$ cat src/sv/htfp_pkg.sv
package htfp_pkg;

  localparam int BYTE_W  = 8;
  localparam int INDEX_W = 4;
  localparam int LEN_W   = 5;

  localparam logic [BYTE_W-1:0] HDR_BYTE = 8'hB3;
  localparam logic [BYTE_W-1:0] CR_BYTE  = 8'h0D;
  localparam logic [BYTE_W-1:0] LF_BYTE  = 8'h0A;

endpackage

$ cat src/sv/htfp_store.sv
module htfp_store #(
  parameter int PAYLOAD_MAX = 16,
  parameter int AW          = 4
) (
  input  logic                       clk,
  input  logic                       we,
  input  logic [AW-1:0]              waddr,
  input  logic [htfp_pkg::BYTE_W-1:0] wdata,
  input  logic                       re,
  input  logic [AW-1:0]              raddr,
  output logic [htfp_pkg::BYTE_W-1:0] rdata
);
  import htfp_pkg::*;

  logic [BYTE_W-1:0] mem [PAYLOAD_MAX];

  always_ff @(posedge clk) begin
    if (we) begin
      mem[waddr] <= wdata;
    end
    if (re) begin
      rdata <= mem[raddr];
    end
  end

endmodule

$ cat src/sv/htfp_ctrl.sv
module htfp_ctrl #(
  parameter int PAYLOAD_MAX = 16,
  parameter int AW          = 4,
  parameter int CW          = 5
) (
  input  logic                         clk,
  input  logic                         rst,
  input  logic                         in_valid,
  output logic                         in_ready,
  input  logic [htfp_pkg::BYTE_W-1:0]  rx_byte,
  output logic                         out_valid,
  input  logic                         out_ready,
  output logic [htfp_pkg::BYTE_W-1:0]  payload_byte,
  output logic [htfp_pkg::INDEX_W-1:0] byte_index,
  output logic [htfp_pkg::LEN_W-1:0]   frame_length,
  output logic                         is_last,
  output logic                         mem_we,
  output logic [AW-1:0]                mem_waddr,
  output logic [htfp_pkg::BYTE_W-1:0]  mem_wdata,
  output logic                         mem_re,
  output logic [AW-1:0]                mem_raddr,
  input  logic [htfp_pkg::BYTE_W-1:0]  mem_rdata
);
  import htfp_pkg::*;

  typedef enum logic [2:0] {
    ST_HUNT1,
    ST_HUNT2,
    ST_COLLECT,
    ST_WAIT_LF,
    ST_EMIT
  } state_t;

  state_t        state;
  logic [CW-1:0] count;
  logic          ovf;
  logic [CW-1:0] len;
  logic [CW-1:0] idx;
  logic          pend;
  logic [CW-1:0] pend_idx;
  logic          pend_last;

  logic in_fire;
  logic out_free;
  logic issue;
  logic load_empty;
  logic has_room;
  logic emit_last;

  assign in_ready   = (state != ST_EMIT);
  assign in_fire    = in_valid && in_ready;
  assign out_free   = !out_valid || out_ready;
  // one read in flight at a time; the output register is free when its data lands
  assign issue      = (state == ST_EMIT) && !pend && out_free;
  assign load_empty = issue && (len == '0);
  assign has_room   = (count < CW'(PAYLOAD_MAX));
  assign emit_last  = ((idx + CW'(1)) == len);

  assign mem_we    = in_fire && (state == ST_COLLECT) && (rx_byte != CR_BYTE) && has_room;
  assign mem_waddr = count[AW-1:0];
  assign mem_wdata = rx_byte;
  assign mem_re    = issue && (len != '0);
  assign mem_raddr = idx[AW-1:0];

  always_ff @(posedge clk) begin
    if (rst) begin
      state     <= ST_HUNT1;
      count     <= '0;
      ovf       <= 1'b0;
      pend      <= 1'b0;
      out_valid <= 1'b0;
    end else begin
      if (pend) begin
        out_valid    <= 1'b1;
        payload_byte <= mem_rdata;
        byte_index   <= INDEX_W'(pend_idx);
        frame_length <= LEN_W'(len);
        is_last      <= pend_last;
        pend         <= 1'b0;
      end else if (load_empty) begin
        // empty frame: a single zero transaction marked last
        out_valid    <= 1'b1;
        payload_byte <= '0;
        byte_index   <= '0;
        frame_length <= '0;
        is_last      <= 1'b1;
      end else if (out_valid && out_ready) begin
        out_valid <= 1'b0;
      end

      case (state)
        ST_HUNT1: begin
          if (in_fire && rx_byte == HDR_BYTE) begin
            state <= ST_HUNT2;
          end
        end
        ST_HUNT2: begin
          if (in_fire && rx_byte == HDR_BYTE) begin
            state <= ST_COLLECT;
          end
        end
        ST_COLLECT: begin
          if (in_fire) begin
            if (rx_byte == CR_BYTE) begin
              state <= ST_WAIT_LF;
            end else if (has_room) begin
              count <= count + CW'(1);
            end else begin
              ovf <= 1'b1;
            end
          end
        end
        ST_WAIT_LF: begin
          if (in_fire) begin
            if (rx_byte == LF_BYTE && !ovf) begin
              len   <= count;
              idx   <= '0;
              state <= ST_EMIT;
            end else begin
              state <= ST_HUNT1;
            end
            count <= '0;
            ovf   <= 1'b0;
          end
        end
        ST_EMIT: begin
          if (issue) begin
            if (len == '0) begin
              state <= ST_HUNT1;
            end else begin
              pend      <= 1'b1;
              pend_idx  <= idx;
              pend_last <= emit_last;
              idx       <= idx + CW'(1);
              if (emit_last) begin
                state <= ST_HUNT1;
              end
            end
          end
        end
        default: begin
          state <= ST_HUNT1;
        end
      endcase
    end
  end

endmodule

$ cat src/sv/header_trailer_frame_parser_top.sv
// Frame parser for a serial byte stream: hunts for the header 0xB3 0xB3, stores
// up to PAYLOAD_MAX payload bytes in an on-chip buffer until 0x0D, and on a
// following 0x0A emits the payload as one transaction per byte (index, frame
// length, last mark), or a single zero transaction for an empty frame. Frames
// with a bad trailer or more than PAYLOAD_MAX payload bytes are dropped. A new
// input byte is accepted every cycle while a frame is being received. After an
// accepted frame the input is held off while the buffer is read out: reads are
// registered with a single read in flight, so a payload byte is read only after
// the last one has landed in the output register and that register is free; an
// output stall holds the readout. The last result can still wait in the output
// register while the next frame is received.
module header_trailer_frame_parser_top #(
  parameter int PAYLOAD_MAX = 16
) (
  input  logic                         clk,
  input  logic                         rst,
  input  logic                         in_valid,
  output logic                         in_ready,
  input  logic [htfp_pkg::BYTE_W-1:0]  rx_byte,
  output logic                         out_valid,
  input  logic                         out_ready,
  output logic [htfp_pkg::BYTE_W-1:0]  payload_byte,
  output logic [htfp_pkg::INDEX_W-1:0] byte_index,
  output logic [htfp_pkg::LEN_W-1:0]   frame_length,
  output logic                         is_last
);
  import htfp_pkg::*;

  localparam int AW = (PAYLOAD_MAX > 1) ? $clog2(PAYLOAD_MAX) : 1;
  localparam int CW = $clog2(PAYLOAD_MAX + 1);

  logic              mem_we;
  logic [AW-1:0]     mem_waddr;
  logic [BYTE_W-1:0] mem_wdata;
  logic              mem_re;
  logic [AW-1:0]     mem_raddr;
  logic [BYTE_W-1:0] mem_rdata;

  htfp_ctrl #(
    .PAYLOAD_MAX(PAYLOAD_MAX),
    .AW         (AW),
    .CW         (CW)
  ) u_ctrl (
    .clk         (clk),
    .rst         (rst),
    .in_valid    (in_valid),
    .in_ready    (in_ready),
    .rx_byte     (rx_byte),
    .out_valid   (out_valid),
    .out_ready   (out_ready),
    .payload_byte(payload_byte),
    .byte_index  (byte_index),
    .frame_length(frame_length),
    .is_last     (is_last),
    .mem_we      (mem_we),
    .mem_waddr   (mem_waddr),
    .mem_wdata   (mem_wdata),
    .mem_re      (mem_re),
    .mem_raddr   (mem_raddr),
    .mem_rdata   (mem_rdata)
  );

  htfp_store #(
    .PAYLOAD_MAX(PAYLOAD_MAX),
    .AW         (AW)
  ) u_store (
    .clk  (clk),
    .we   (mem_we),
    .waddr(mem_waddr),
    .wdata(mem_wdata),
    .re   (mem_re),
    .raddr(mem_raddr),
    .rdata(mem_rdata)
  );

endmodule

$ cat config.mk
export PLATFORM = sky130hd
export DESIGN_NAME = header_trailer_frame_parser_top
export DESIGN_NICKNAME = d
export VERILOG_FILES = /design/src/sv/htfp_pkg.sv /design/src/sv/htfp_store.sv /design/src/sv/htfp_ctrl.sv /design/src/sv/header_trailer_frame_parser_top.sv
export SDC_FILE = /design/constraint.sdc
export NUM_CORES = 1
export LEC_CHECK = 0
export ABC_AREA = 1
export BUFFER_PORTS_ARGS = -buffer_cell sky130_fd_sc_hd__buf_4
export CORE_ASPECT_RATIO = 1.2
export CORE_MARGIN = 1.5
export CORE_UTILIZATION = 30
export CTS_BUF_LIST = sky130_fd_sc_hd__clkbuf_8
export DETAILED_ROUTE_END_ITERATION = 12
export GPL_TIMING_DRIVEN = 0
export HOLD_SLACK_MARGIN = 0.03
export PLACE_DENSITY = 0.44
export SLEW_MARGIN = 20
export SYNTH_ARGS = -nofsm -noshare
export SYNTH_HDL_FRONTEND = slang
export SYNTH_HIERARCHICAL = 1
export SYNTH_SLANG_ARGS = --single-unit
$ cat constraint.sdc
create_clock -name clk -period 3.4 [get_ports clk]
set_input_delay 0 -clock clk [delete_from_list [all_inputs] [get_ports clk]]
set_output_delay 0 -clock clk [all_outputs]
set_load 0.1 [all_outputs]
==> summary.txt <==
Detailed routing
  • Routed Antenna Nets: 0
  • DR WL/cell: 16.30 um
  • Residual DRC count: 0
  • Avg Vias per Cell: 4.431
  • Pre-antenna DRT Iters: 5
  • Via count: 5331
  • Initial drt markers: 337
  • WL final: 19610 um

Power
  • Sw power: 981.6 uW
  • Switching Fraction: 24.61%
  • Post-layout power: 3.989 mW
  • Clock power share: 34.6%
  • Internal power: 3.008 mW
  • Combinational power share: 4.4%
  • Worst VDD drop: 0.2338 mV
  • Reg power frac: 61.1%
  • Leak Pwr: 3.900 nW
  • Cell Pwr Density: 434.7 mW/mm2

Layout
  • Final net count: 869
  • Most common cell after layout, fill and taps aside: nand2_1
  • Share of layout cells above drive strength 1: 14.17%
  • Area growth syn-to-layout: 14.17%
  • N_diodes: 0
  • Most frequent cells in the layout: nand2_1 (221), edfxtp_1 (169), inv_1 (148)
  • Final Util: 34.82%

Die
  • Initial Util: 30.50%
  • Num ports: 32
  • Die H: 182.3 um
  • Die X: 152.4 um
  • Num rows: 65
  • Core footprint: 0.02635 mm2
  • Die area: 0.02779 mm2

Logic synthesis
  • Post-Syn Nets: 807
  • Synth Instances: 793
  • Yosys Warn Count: 6
  • #FFs+latches synth: 180
  • Post-Syn Area: 0.008038 mm2
  • Synth unique cells: 35
  • Mapped Avg Cell Area: 10.14 um2
  • Sequential share of the synthesized area: 65.88%

Clock network
  • Clock transition at path regs: 0.11 ns
  • TritonCTS clock tree: done
  • CTS Buf Count: 17
  • Post-CTS Setup Repair Bufs: 0
  • CTS H-tree lvls: 4
  • Root Buffer: clkbuf_8
  • Sink Count: 180
  • Clk_lat worst skew: 0.48 ns
  • Clk buf depth: 2

Setup path
  • Crit path DAT: 2.88 ns
  • Setup CP Type: flip-flop to flip-flop
  • Worst setup path endpoint: u_ctrl/len[0]$_DFFE_PP_
  • CP required: 3.50 ns
  • Reg2Reg Setup Slack: 0.62 ns
  • CP Launch Point: u_ctrl/state[1]$_SDFFE_PP0P_
  • Worst-path fanout max: 5
  • RR Startpoint: u_ctrl/state[1]$_SDFFE_PP0P_
  • Worst Setup End Kind: flip-flop
  • Crit start category: flip-flop
  • FF-to-FF End: u_ctrl/len[0]$_DFFE_PP_
  • Reg2Reg Depth: 7

STA
  • Final hold vios: 0
  • Max Freq: 359.9 MHz
  • Setup-failing EPs final: 0
  • Setup WS post-layout: 0.6213 ns
  • Worst Tran Pin Value: 0.9063 ns
  • RSZ-0062 raised after global routing: no
  • Relative slew slack: 39.02%
  • Clock Skew: 0.02115 ns
  • Fin Setup TNS: 0 ns
  • Min Tclk post-route: 2.779 ns
  • Fin crit share: 81.73%
  • Final Max Slew Viols: 0

Global routing
  • Largest net degree at the start of global routing: 19
  • Vias in the first global route: 5227
  • Initial antenna violation count: 0
  • Wire length of the first global-routing pass: 30030 um
  • GRT Resource Usage Total: 14.68%
  • Grt total ovfl: 0

Worst hold path
  • Hold Path Stages: 2
  • Hold/Removal Path Class: primary input to flip-flop

Place
  • Port bufs: 30
  • Placer Congestion: 0.8696
  • HPWL after DPL: 13370 um
  • Post-place setup slack: 0.7385 ns

Job
  • Max Cap Viol: 0

Run status
  • Status: complete, no violations
[what timing repair did]
item,CTS,global route
endpoints found under the setup margin,0,0
gates resized for setup,0,0
hold endpoints to repair,116,0
hold buffers,13,0
[metrics by stage]
step / hold slack, ns / instances / instance area, um2
final: 0.04765 / 1203 / 9176
after CTS: 0.03200 / 1203 / 9176
after detailed placement: 0.3129 / 1158 / 8685
after floorplan: 0.1842 / 793 / 8038
after global placement: 0.3119 / 1158 / 8682
after global routing: 0.03017 / 1203 / 9176
[worst max-delay path: stages (launching register included)]
cell           delay, ns
dfxtp_1             0.38
inv_2               0.07
nor2_1              0.13
nand2_1             0.16
nor4_2              0.32
dlygate4sd3_1       0.60
inv_1               0.05
nor4_1              0.69
[metal layers]
layer  global-route usage (%)  wire length (um)
met5                        0                 0
met4                    6.038               501
met3                    3.443               732
met2                    26.08             10210
met1                    17.00              8170
[cells in the mapped netlist]
cell       instances  area [um2]
a21oi_1            7       35.03
a21oi_2            1       8.760
a22oi_1            1       7.510
buf_1              3       11.26
buf_2             13       65.06
buf_4             19       142.6
buf_6              7       78.83
clkbuf_1           1       3.750
dfxtp_1           11       220.2
edfxtp_1         169        5075
ha_1               2       25.02
inv_1            147       551.8
inv_2              5       18.77
inv_4              1       6.260
nand2_1          221       829.6
nand2_2            4       25.02
nand2_4            1       11.26
nand3_1          105       525.5
nand3_2            3       30.03
nand3b_1           1       7.510
nand4_1            3       18.77
nor2_1            45       168.9
nor2_2             1       6.260
nor2_4             1       11.26
nor3_1             6       30.03
nor3_2             1       10.01
nor3_4             1       16.27
nor3b_1            2       15.01
nor4_1             1       6.260
nor4_2             2       25.02
o2111ai_1          1       8.760
o21ai_0            2       10.01
o21ai_1            3       15.01
o21ai_2            1       8.760
o221ai_1           1       8.760
[cell type report]
class / count / area [um2]
tap: 335 / 419.2
inverter: 153 / 576.8
sequential: 180 / 5295
timing repair buffer: 43 / 355.3
clock inverter: 15 / 127.6
multi-input combinational: 417 / 1867
buffer: 43 / 301.5
fill: 2724 / 17170
clock buffer: 17 / 234.0
[flip-flops by register name, summed over array words and instances (netlist names)]
name / cells
u_store/mem: 128
u_ctrl/pend_last: 1
u_ctrl/ovf: 1
u_ctrl/idx: 5
u_ctrl/pend_idx: 4
u_ctrl/state: 3
u_ctrl/frame_length: 5
u_ctrl/is_last: 1
u_ctrl/pend: 1
u_ctrl/payload_byte: 8
u_ctrl/count: 5
u_ctrl/out_valid: 1
u_store/rdata: 8
u_ctrl/len: 5
u_ctrl/byte_index: 4
[cells by family (layout without fill, tap and decap cells)]
| group | count (synthesis) | count (layout) | share of synthesized area (%) |
|---|---|---|---|
| DFF | 180 | 180 | 65.88 |
| buffers and inverters | 196 | 271 | 10.93 |
| and+or+nand+nor | 398 | 398 | 21.61 |
| adders and majority gates | 2 | 2 | 0.3113 |
| AOI/OAI and AO/OA | 17 | 17 | 1.276 |
[how the worst min path moves through the flow]
stage                                    end        from  slack [ns]
4_1_cts          u_store/mem[9][3]$_DFFE_PP_  rx_byte[3]        0.03
6_report         u_store/mem[8][3]$_DFFE_PP_  rx_byte[3]        0.05
3_5_place_dp   u_ctrl/out_valid$_SDFFE_PP0P_   out_ready        0.31
5_1_grt          u_store/mem[9][3]$_DFFE_PP_  rx_byte[3]        0.03
3_3_place_gp   u_ctrl/out_valid$_SDFFE_PP0P_   out_ready        0.31
2_1_floorplan        u_ctrl/ovf$_SDFFE_PP0P_    in_valid        0.18
[power by group through the flow]
stage,Clock (mW),Combinational (mW),Sequential [mW]
global placement,0,0.166,2.49
finish,1.38,0.174,2.44
detailed placement,0,0.168,2.49
CTS,1.43,0.178,2.44
global route,1.52,0.193,2.44
floorplan,0,0.0990,2.49
Note: power is estimated with default switching activity, not from simulation.
